==> src/sv/tcwc_pkg.sv <==
// ----------------------------------------------------------------------------
// tcwc_pkg: shared types and constants for the congestion window engine
// Event codes, window constants and the divider status bundle.
// ----------------------------------------------------------------------------
package tcwc_pkg;

	localparam int unsigned SEQ_W   = 32;
	localparam int unsigned MSS_W   = 16;
	localparam int unsigned DUP_W   = 8;
	localparam int unsigned IN_TDATA_W  = 136;
	localparam int unsigned OUT_TDATA_W = 80;
	localparam int unsigned OP_W    = 2;

	// event kinds carried on the input tuser
	typedef enum logic [OP_W-1:0] {
		OP_ACK     = 2'd0,
		OP_TIMEOUT = 2'd1,
		OP_INIT    = 2'd2
	} op_t;

	localparam logic [MSS_W-1:0] MSS_RESET     = 16'd536;
	localparam logic [SEQ_W-1:0] WINDOW_RESET  = 32'd2144;
	localparam logic [SEQ_W-1:0] THRESH_RESET  = 32'd65535;
	localparam logic [MSS_W-1:0] MSS_LARGE     = 16'd2190;
	localparam logic [MSS_W-1:0] MSS_MEDIUM    = 16'd1095;
	localparam logic [DUP_W-1:0] DUP_THRESH    = 8'd3;
	localparam logic [DUP_W-1:0] DUP_MAX       = 8'd255;

	typedef struct packed {
		logic busy;
		logic done;
	} div_status_t;

endpackage

==> src/sv/tcp_congestion_window_control.sv <==
// ----------------------------------------------------------------------------
// tcp_congestion_window_control: Reno-style congestion window engine
// Steps: an accepted word passes PREP, GROW, RECOV and DONE; ACK events
//   in congestion avoidance with a nonzero window also pass MUL and DIV.
// Flow: one event at a time; s_axis_tready is high only when idle, so
//   a new event waits until the last result is loaded into the output register.
// Reset (arst_n low, asynchronous): cwnd 2144, ssthresh 65535, duplicate
//   count 0, prior window 0, MSS 536, no result pending.
// ----------------------------------------------------------------------------
module tcp_congestion_window_control (
	input  logic                             clk,
	input  logic                             arst_n,
	// configuration: MSS
	input  logic                             cfg_wr_en,
	input  logic [tcwc_pkg::MSS_W-1:0]       cfg_wr_data,
	// event input
	input  logic                             s_axis_tvalid,
	output logic                             s_axis_tready,
	// ack_number[31:0], syn_flag[32], fin_flag[33], adv_window[49:34],
	// payload_length[65:50], send_unacked[97:66], send_next[129:98], zero pad
	input  logic [tcwc_pkg::IN_TDATA_W-1:0]  s_axis_tdata,
	// op[1:0]
	input  logic [tcwc_pkg::OP_W-1:0]        s_axis_tuser,
	// result output
	output logic                             m_axis_tvalid,
	input  logic                             m_axis_tready,
	// cong_window[31:0], slow_start_threshold[63:32], dup_count[71:64],
	// was_duplicate[72], in_recovery[73], zero pad
	output logic [tcwc_pkg::OUT_TDATA_W-1:0] m_axis_tdata
);
	import tcwc_pkg::*;

	typedef enum logic [2:0] {
		ST_IDLE,
		ST_PREP,
		ST_MUL,
		ST_DIV,
		ST_GROW,
		ST_RECOV,
		ST_DONE
	} state_t;

	state_t state_q;

	// configuration and connection state
	logic [MSS_W-1:0] mss_q;
	logic [SEQ_W-1:0] win_q;
	logic [SEQ_W-1:0] th_q;
	logic [DUP_W-1:0] dc_q;
	logic [MSS_W-1:0] prior_q;

	// captured event word
	logic [OP_W-1:0]  op_q;
	logic [SEQ_W-1:0] ack_q;
	logic             syn_q;
	logic             fin_q;
	logic [MSS_W-1:0] adv_q;
	logic [MSS_W-1:0] plen_q;
	logic [SEQ_W-1:0] una_q;
	logic [SEQ_W-1:0] nxt_q;

	// per-event intermediate results
	logic             dup_q;
	logic             after_q;
	logic             grow_q;
	logic             lt_q;
	logic             div_used_q;
	logic [MSS_W-1:0] slow_inc_q;
	logic [SEQ_W-1:0] hff_q;

	// output register
	logic                   out_valid_q;
	logic [OUT_TDATA_W-1:0] out_data_q;

	// divider hookup
	logic              div_start;
	logic [SEQ_W-1:0]  div_dividend;
	logic [SEQ_W-1:0]  div_quot;
	div_status_t       div_stat;

	// combinational helpers
	logic [SEQ_W-1:0] mss_ext;
	logic [SEQ_W-1:0] mss2;
	logic [SEQ_W-1:0] mss3;
	logic [SEQ_W-1:0] mss4;
	logic [SEQ_W-1:0] ack_diff;
	logic             after_c;
	logic             dup_c;
	logic [DUP_W-1:0] dc_inc;
	logic [SEQ_W-1:0] flight;
	logic [SEQ_W-1:0] half;
	logic [SEQ_W-1:0] hff_c;
	logic [MSS_W-1:0] slow_inc_c;
	logic             grow_c;
	logic             lt_c;
	logic             need_div;
	logic [SEQ_W-1:0] quot_sel;
	logic [SEQ_W-1:0] grow_inc;
	logic [SEQ_W-1:0] init_win;
	logic [SEQ_W-1:0] rec_a;
	logic [SEQ_W-1:0] rec_b;
	logic [SEQ_W-1:0] rec_sum;
	logic             in_rec;

	always_comb begin
		mss_ext = {{(SEQ_W-MSS_W){1'b0}}, mss_q};
		mss2    = {mss_ext[SEQ_W-2:0], 1'b0};
		mss3    = mss2 + mss_ext;
		mss4    = {mss_ext[SEQ_W-3:0], 2'b00};

		// serial-number order: ack is after una when the gap is in 1..2^31-1
		ack_diff = ack_q - una_q;
		after_c  = (ack_diff != '0) && !ack_diff[SEQ_W-1];

		dup_c = (op_q == OP_ACK) && (una_q != nxt_q) && (plen_q == '0) &&
			!syn_q && !fin_q && (ack_q == una_q) && (adv_q == prior_q);
		dc_inc = (dup_c && (dc_q != DUP_MAX)) ? dc_q + 1'b1 : dc_q;

		// half the flight, floored at two segments
		flight = nxt_q - una_q;
		half   = {1'b0, flight[SEQ_W-1:1]};
		hff_c  = (half > mss2) ? half : mss2;

		slow_inc_c = (ack_diff < mss_ext) ? ack_diff[MSS_W-1:0] : mss_q;
		grow_c     = (op_q == OP_ACK) && (dc_inc < DUP_THRESH) && after_c;
		lt_c       = win_q < th_q;
		need_div   = grow_c && !lt_c && (win_q != '0);

		// congestion avoidance step: mss*mss/cwnd, at least one byte
		quot_sel = div_used_q ? div_quot : '0;
		grow_inc = lt_q ? {{(SEQ_W-MSS_W){1'b0}}, slow_inc_q} :
			((quot_sel > 32'd1) ? quot_sel : 32'd1);

		// initial window from the MSS class
		if (mss_q > MSS_LARGE) begin
			init_win = mss2;
		end else if (mss_q > MSS_MEDIUM) begin
			init_win = mss3;
		end else begin
			init_win = mss4;
		end

		// single adder for recovery: entering recovery or inflating
		if (dc_q == DUP_THRESH) begin
			rec_a = hff_q;
			rec_b = mss3;
		end else begin
			rec_a = win_q;
			rec_b = mss_ext;
		end
		rec_sum = rec_a + rec_b;

		in_rec = dc_q >= DUP_THRESH;
	end

	// product goes straight into the divider's dividend register
	assign div_start    = (state_q == ST_MUL);
	assign div_dividend = mss_ext * mss_ext;

	tcwc_div u_div (
		.clk      (clk),
		.arst_n   (arst_n),
		.start    (div_start),
		.dividend (div_dividend),
		.divisor  (win_q),
		.quotient (div_quot),
		.status   (div_stat)
	);

	// configuration register
	always_ff @(posedge clk or negedge arst_n) begin
		if (!arst_n) begin
			mss_q <= MSS_RESET;
		end else if (cfg_wr_en) begin
			mss_q <= cfg_wr_data;
		end
	end

	// capture the event word on accept
	always_ff @(posedge clk) begin
		if (s_axis_tvalid && s_axis_tready) begin
			op_q   <= s_axis_tuser;
			ack_q  <= s_axis_tdata[31:0];
			syn_q  <= s_axis_tdata[32];
			fin_q  <= s_axis_tdata[33];
			adv_q  <= s_axis_tdata[49:34];
			plen_q <= s_axis_tdata[65:50];
			una_q  <= s_axis_tdata[97:66];
			nxt_q  <= s_axis_tdata[129:98];
		end
	end

	// sequencer, connection state and output register
	always_ff @(posedge clk or negedge arst_n) begin
		if (!arst_n) begin
			state_q     <= ST_IDLE;
			win_q       <= WINDOW_RESET;
			th_q        <= THRESH_RESET;
			dc_q        <= '0;
			prior_q     <= '0;
			dup_q       <= 1'b0;
			after_q     <= 1'b0;
			grow_q      <= 1'b0;
			lt_q        <= 1'b0;
			div_used_q  <= 1'b0;
			slow_inc_q  <= '0;
			hff_q       <= '0;
			out_valid_q <= 1'b0;
			out_data_q  <= '0;
		end else begin
			// drop the result once the sink takes it; in ST_DONE the load below decides
			if (out_valid_q && m_axis_tready && (state_q != ST_DONE)) begin
				out_valid_q <= 1'b0;
			end

			case (state_q)
				ST_IDLE: begin
					if (s_axis_tvalid) begin
						state_q <= ST_PREP;
					end
				end
				ST_PREP: begin
					// classify the ACK, bump the duplicate count, latch the prior window
					dup_q      <= dup_c;
					after_q    <= after_c;
					grow_q     <= grow_c;
					lt_q       <= lt_c;
					div_used_q <= need_div;
					slow_inc_q <= slow_inc_c;
					hff_q      <= hff_c;
					if (op_q == OP_ACK) begin
						dc_q    <= dc_inc;
						prior_q <= adv_q;
					end
					state_q <= need_div ? ST_MUL : ST_GROW;
				end
				ST_MUL: begin
					state_q <= ST_DIV;
				end
				ST_DIV: begin
					if (div_stat.done) begin
						state_q <= ST_GROW;
					end
				end
				ST_GROW: begin
					// slow start or congestion avoidance
					if (grow_q) begin
						win_q <= win_q + grow_inc;
					end
					state_q <= ST_RECOV;
				end
				ST_RECOV: begin
					case (op_q)
						OP_ACK: begin
							// fast retransmit and recovery
							if (dc_q != '0) begin
								if (after_q) begin
									if (dc_q >= DUP_THRESH) begin
										win_q <= th_q;
									end
									dc_q <= '0;
								end else if (dc_q == DUP_THRESH) begin
									th_q  <= hff_q;
									win_q <= rec_sum;
								end else if (dc_q > DUP_THRESH) begin
									win_q <= rec_sum;
								end
							end
						end
						OP_TIMEOUT: begin
							th_q  <= hff_q;
							win_q <= mss_ext;
						end
						OP_INIT: begin
							th_q  <= THRESH_RESET;
							win_q <= init_win;
						end
						default: begin
							// unused code: report state unchanged
						end
					endcase
					state_q <= ST_DONE;
				end
				ST_DONE: begin
					// hold until the output register is free
					if (!out_valid_q || m_axis_tready) begin
						out_valid_q <= 1'b1;
						out_data_q  <= {6'd0, in_rec, dup_q, dc_q, th_q, win_q};
						state_q     <= ST_IDLE;
					end
				end
				default: begin
					state_q <= ST_IDLE;
				end
			endcase
		end
	end

	assign s_axis_tready = (state_q == ST_IDLE);
	assign m_axis_tvalid = out_valid_q;
	assign m_axis_tdata  = out_data_q;

	a_busy_after_accept: assert property (@(posedge clk) disable iff (!arst_n)
		(s_axis_tvalid && s_axis_tready) |=> !s_axis_tready)
		else $error("accepted a second word while an event was in flight");

	a_recovery_flag: assert property (@(posedge clk) disable iff (!arst_n)
		m_axis_tvalid |-> (m_axis_tdata[73] == (m_axis_tdata[71:64] >= DUP_THRESH)))
		else $error("in_recovery does not match duplicate count");

	a_dup_counted: assert property (@(posedge clk) disable iff (!arst_n)
		(m_axis_tvalid && m_axis_tdata[72]) |-> (m_axis_tdata[71:64] != '0))
		else $error("duplicate ACK reported with zero count");

endmodule

==> src/sv/tcwc_div.sv <==
// ----------------------------------------------------------------------------
// tcwc_div: iterative unsigned divider
// Restoring radix-2 division, one quotient bit per cycle.
// ----------------------------------------------------------------------------
module tcwc_div (
	input  logic                       clk,
	input  logic                       arst_n,
	input  logic                       start,
	input  logic [tcwc_pkg::SEQ_W-1:0] dividend,
	input  logic [tcwc_pkg::SEQ_W-1:0] divisor,
	output logic [tcwc_pkg::SEQ_W-1:0] quotient,
	output tcwc_pkg::div_status_t      status
);
	import tcwc_pkg::*;

	localparam int unsigned CNT_W = $clog2(SEQ_W);

	logic [SEQ_W:0]   rem_q;
	logic [SEQ_W-1:0] quo_q;
	logic [SEQ_W-1:0] dvs_q;
	logic [CNT_W-1:0] cnt_q;
	logic             busy_q;
	logic             done_q;

	logic [SEQ_W:0] shifted;
	logic           ge;
	logic [SEQ_W:0] rem_next;

	always_comb begin
		shifted  = {rem_q[SEQ_W-1:0], quo_q[SEQ_W-1]};
		ge       = shifted >= {1'b0, dvs_q};
		rem_next = ge ? (shifted - {1'b0, dvs_q}) : shifted;
	end

	// control
	always_ff @(posedge clk or negedge arst_n) begin
		if (!arst_n) begin
			busy_q <= 1'b0;
			done_q <= 1'b0;
			cnt_q  <= '0;
		end else if (start) begin
			busy_q <= 1'b1;
			done_q <= 1'b0;
			cnt_q  <= '0;
		end else if (busy_q) begin
			cnt_q <= cnt_q + 1'b1;
			if (cnt_q == CNT_W'(SEQ_W - 1)) begin
				busy_q <= 1'b0;
				done_q <= 1'b1;
			end
		end else begin
			done_q <= 1'b0;
		end
	end

	// datapath
	always_ff @(posedge clk) begin
		if (start) begin
			rem_q <= '0;
			quo_q <= dividend;
			dvs_q <= divisor;
		end else if (busy_q) begin
			rem_q <= rem_next;
			quo_q <= {quo_q[SEQ_W-2:0], ge};
		end
	end

	assign quotient    = quo_q;
	assign status.busy = busy_q;
	assign status.done = done_q;

	a_start_busy: assert property (@(posedge clk) disable iff (!arst_n)
		start |=> busy_q)
		else $error("divider did not go busy after start");

	a_done_idle: assert property (@(posedge clk) disable iff (!arst_n)
		done_q |-> !busy_q)
		else $error("divider done while still busy");

	a_done_after_busy: assert property (@(posedge clk) disable iff (!arst_n)
		$rose(done_q) |-> $past(busy_q))
		else $error("divider done without a run");

endmodule

==> config.mk <==
export PLATFORM = sky130hd
export DESIGN_NAME = tcp_congestion_window_control
export DESIGN_NICKNAME = d
export VERILOG_FILES = /design/src/sv/tcwc_pkg.sv /design/src/sv/tcp_congestion_window_control.sv /design/src/sv/tcwc_div.sv
export SDC_FILE = /design/constraint.sdc
export NUM_CORES = 2
export LEC_CHECK = 0
export BUFFER_PORTS_ARGS = -buffer_cell sky130_fd_sc_hd__buf_4
export CORE_ASPECT_RATIO = 0.8
export CORE_MARGIN = 1
export CORE_UTILIZATION = 58
export DETAILED_ROUTE_END_ITERATION = 12
export PLACE_DENSITY = 0.77
export SLEW_MARGIN = 20
export SYNTH_ARGS = -nofsm -noshare
export SYNTH_HDL_FRONTEND = slang
export SYNTH_SLANG_ARGS = --single-unit
==> constraint.sdc <==
create_clock -name clk -period 15.9 [get_ports clk]
set_clock_uncertainty 0.05 [all_clocks]
set_input_delay 0 -clock clk [delete_from_list [all_inputs] [get_ports clk]]
set_output_delay 0 -clock clk [all_outputs]
set_load 0.05 [all_outputs]
# Word-level counts from Yosys, hierarchy flattened
# Index checks and enable logic that the tools add are counted.
# totals
elab_cells	162
input_bits	159
reg_bits	470
output_inout_bits	82
# op_classes
n_mux	46
reduce_logical	37
addsub	8
magnitude_cmp	10
mul	1
eq_ne	31
# ops
operator	count
32-bit 2-to-1 mux	17
32-bit case mux with 3 select lines	2
32-bit subtractor	3
32-bit adder	2
32-bit case mux with 2 select lines	1
32-bit nonzero test	2
8-bit 2-to-1 mux	5
18-bit 2-to-1 mux	2
33-bit by 32-bit greater-or-equal comparator with 1-bit output	1
32-bit == test	1
32-bit by 1-bit greater-than comparator with 1-bit output (second input constant)	1
32-bit by 16-bit < comparator with 1-bit output	1
32-bit < comparator	1
16-bit by 16-bit multiplier with 32-bit output	1
32-bit inequality test	1
31-bit by 17-bit greater-than comparator with 1-bit output	1
31-bit 2-to-1 mux	1
3-bit case mux with 7 select lines	1
17-bit by 16-bit adder with 18-bit output	1
16-bit == test	1
16-bit by 11-bit greater-than comparator with 1-bit output (second input constant)	1
16-bit by 12-bit greater-than comparator with 1-bit output (second input constant)	1
16-bit logical NOT	1
16-bit 2-to-1 mux	1
other kinds (35)	83

# Depth between registers and ports, before layout
# depth
depth_word	16
depth_mapped	28
ltp_nobuf	26

# Hierarchy
# Synthesis repeated with hierarchy kept, for this count alone.
# unflattened
hier_cells	3944
area_unflattened_um2	37334.6
# by_module_without_submodules
mod	n_inst	seq_area_each_um2	cells_per_inst	area_each_um2
tcp_congestion_window_control	1	9796.9	3364	31337.6
tcwc_div	1	2737.6	580	5997.0

# Least setup slack after synthesis
# No wires, ideal clock.
# synth_path
path_type	register to register
startpoint	reg mss_q[4]
endpoint	reg u_div.quo_q[31] (netlist: u_div.quotient[31]) (data pin)
n_path_buf	3
stages_incl_launch_ff	26
t_arrival_ns	6.864
slack_ns	8.719
setup_time_ns	0.266
synth_period_minus_slack_ns	7.181
t_required_ns	15.584
cell_sequence	dfstp_2 clkbuf_1 clkbuf_1 nand2_1 fa_1 fa_1 inv_1 fa_1 fa_1 fa_1 inv_1 fa_1 inv_1 ha_1 a21o_1 a21o_1 a221o_1 a41oi_1 o21ai_0 a2111oi_0 or3_1 clkbuf_1 o211ai_1 a31oi_1 xnor2_1 o21ai_0
# synth_via
elab_chain_cells	2
# synth_lines
element	line	source
from (decl)	tcp_congestion_window_control.sv:46	logic [MSS_W-1:0] mss_q;
from (signal assigned)	tcp_congestion_window_control.sv:175	mss_q <= cfg_wr_data;
16-bit by 16-bit multiplier with 32-bit output	tcp_congestion_window_control.sv:158	assign div_dividend = mss_ext * mss_ext;
32-bit 2-to-1 mux	tcwc_div.sv:58	if (start) begin
to (signal assigned)	tcwc_div.sv:60	quo_q <= dividend;
to (signal assigned)	tcwc_div.sv:64	quo_q <= {quo_q[SEQ_W-2:0], ge};
to (decl)	tcwc_div.sv:19	logic [SEQ_W-1:0] quo_q;
# Every way passes these cells.
# A chain may end at the register's enable or synchronous reset.

# Worst setup path after layout
# layout_path
startpoint	reg mss_q[12]
endpoint	reg u_div.quo_q[31] (netlist: u_div.quotient[31]) (data pin)
# The elaborated chain is that of the path after synthesis.

==> qor.yml <==
placed_cell_area_um2: 39700
ant_nets: 0
synth.area.top_cells: "edfxtp_1, dfrtp_1, ha_1"
cp_data_required_time_ps: 16170
dieArea_um2: 65400
finalHoldViolCount: 0
cts_sinks: 467
ir_worst_vdd_mv: 0.235
rows: 82
post-route-util: 0.685
area_delta_synth_final_pct: 15.8
pin_count: 241
final_area_um2: 43200
worstPathMaxFanout: 15
path_class: "flop to flop"
fin_crit_ps: 9080
gp_congestion: 0.996
drcViolationCount: 0
timing.final.crit_share: 0.571
start_util: 0.591
netlist.top_cell.by_area: "edfxtp_1"
grt_pass1_wl_um: 176000
cp-start-kind: "flop"
hold_class: "input pin to asynchronous set/reset pin"
wirelength_um: 113000
pre_cts_ws_ps: 7260
p_per_area_nw_per_um2: 208
finalMaxSlewViolations: 0
grt.busiest_layer: "met2"
first_pass_iters: 6
maxCapViolations: 0
grt_max_degree: 121
hpwl_um: 79600
cts_root_buffer: "clkbuf_16"
totalPowerFinal_mw: 8.98
grt_pass1_vias: 31200
endpoint_kind: "flop"
post_cts_buffers: 0
core_region_area_um2: 63100
leakage_nw: 20.3
vias_per_cell: 6.13
use_met1: 0.474
tns_ps: 0
relSlewSlack: 0.233
io_buffers: 227
holdBufCountCts: 183
synth_common_cells: "nand2_1, inv_1, ha_1"
grt_util_met3: 0.0845
numCtsBuffers: 47
rsz0062_at_grt: "false"
synth_cell_types: 88
ys_seq_area_frac: 0.336
die_h_um: 229
yosys_warnings: 0
clock_tree.buffer_depth: 3
worstPathArrival_ps: 9340
grtUsageMet2: 0.524
synth_edf_count: 196
synth.most_common_cell: "nand2_1"
cts_resized: 0
synth_top_area_share: 0.158
final-setup-viol-count: 0
antenna_found_initial: 2
final_cells: 5217
synth_ff_type: "dfrtp_1"
cts_tree: "built"
worst_pin_slew_ps: 1150
status: "complete, no violations"
drt_iter0_markers: 3644
grt_usage: 0.343
synth-seq-cells: 467
finalNetCount: 5018
cts.clk_slew.worst_paths_ps: 70
h-tree-depth: 2
die_w_um: 286
n_fill_cell: 4802
grt_overflow: 0
holdWs_ps: 20.5
netlist_area_um2: 37300
timing.fmax_mhz: 110
syn_inst: 4006
wire_per_inst_um: 21.6
setup_slack_ps: 6820
clock_latency_ps: 610
async_flop_share: 0.512
synth.avg_cell_area_um2: 9.31
vias: 32000
drive_above_1_share: 0.112
place_inst: 4945
cell type report:
cell class / instances / area (um2) / share of cell area
diodes: 1 / 2.50 / 0.0000579
clock buffers: 53 / 1210 / 0.0280
clock inverters: 35 / 443 / 0.0103
inverters: 420 / 1580 / 0.0365
multi-input cells: 2954 / 22600 / 0.522
flip-flops and latches: 467 / 12500 / 0.290
well taps: 840 / 1050 / 0.0243
repair buffers: 447 / 3820 / 0.0884
layer usage:
metal / share of wire / up-vias / wire [um]
li1: - / 14700 / -
met1: 0.41 / 15300 / 46700
met2: 0.44 / 1621 / 49100
met3: 0.11 / 328 / 12500
met4: 0.040 / 2 / 4510
met5: 0.000062 / - / 7
critical path, stage by stage, from the launching register on:
cell       delay [ps]
dfrtp_1          1000
clkinv_1         1000
nor2_1            500
inv_1             110
fa_1              460
fa_1              420
inv_1              80
fa_1              420
fa_1              480
fa_1              550
inv_1              50
fa_1              530
inv_1              40
ha_1              370
a21o_1            210
a21o_1            170
a221o_1           330
a41oi_1           400
o21ai_0           280
a2111oi_0         390
or3_1             270
o211ai_1          130
a31oi_1           250
xnor2_1           170
o21ai_0           110
state kept, by name (all words and copies together) (netlist names), 32 cells and up:
name,flops
u_div.dvs_q,32
nxt_q,32
u_div.quotient,32
win_q,32
una_q,32
u_div.rem_q,32
ack_q,32
m_axis_tdata,73
logic make-up after synthesis:
kind of cell               share of synthesized area
xor gates and xnor gates                      0.0444
and+or+nand+nor                                0.137
adders and majority gates                      0.209
muxes                                         0.0467
buffers and inverters                         0.0606
AOI/OAI and AO/OA                              0.166
DFF                                            0.336
other                                       0.000101
placed cells by master (no fill, tap or decap), types with 47 or more instances in the layout:
cell type / count
nand2_1: 476
inv_1: 410
ha_1: 352
o21ai_0: 273
buf_4: 263
a21oi_1: 246
nor2_1: 221
dfrtp_1: 216
edfxtp_1: 196
dlygate4sd3_1: 183
fa_1: 170
xnor2_1: 111
a21o_1: 96
mux2i_1: 84
mux2_2: 80
xor2_1: 78
nor3_1: 74
nand3_1: 56
clkbuf_16: 47
path summary, 6_finish.rpt:
path                            slack (ps)        startpoint  depth (start not counted)                  to
worst max register to register        6820         mss_q[12]                         24  u_div.quotient[31]
min in group clk                        60  s_axis_tdata[76]                          2           una_q[10]
worst min-delay path                    20            arst_n                          2      u_div.cnt_q[3]
worst min register to register         430             dup_q                          2               dup_q
max in group asynchronous            14170            arst_n                          3           mss_q[11]
worst max-delay path                  6820         mss_q[12]                         24  u_div.quotient[31]
power breakdown:
| group | switching (mW) | internal [mW] | total [mW] |
|---|---|---|---|
| clock | 0.530 | 0.675 | 1.21 |
| sequential | 0.539 | 1.74 | 2.28 |
| combinational | 3.29 | 2.21 | 5.49 |
(Power assumes the default switching activity.)
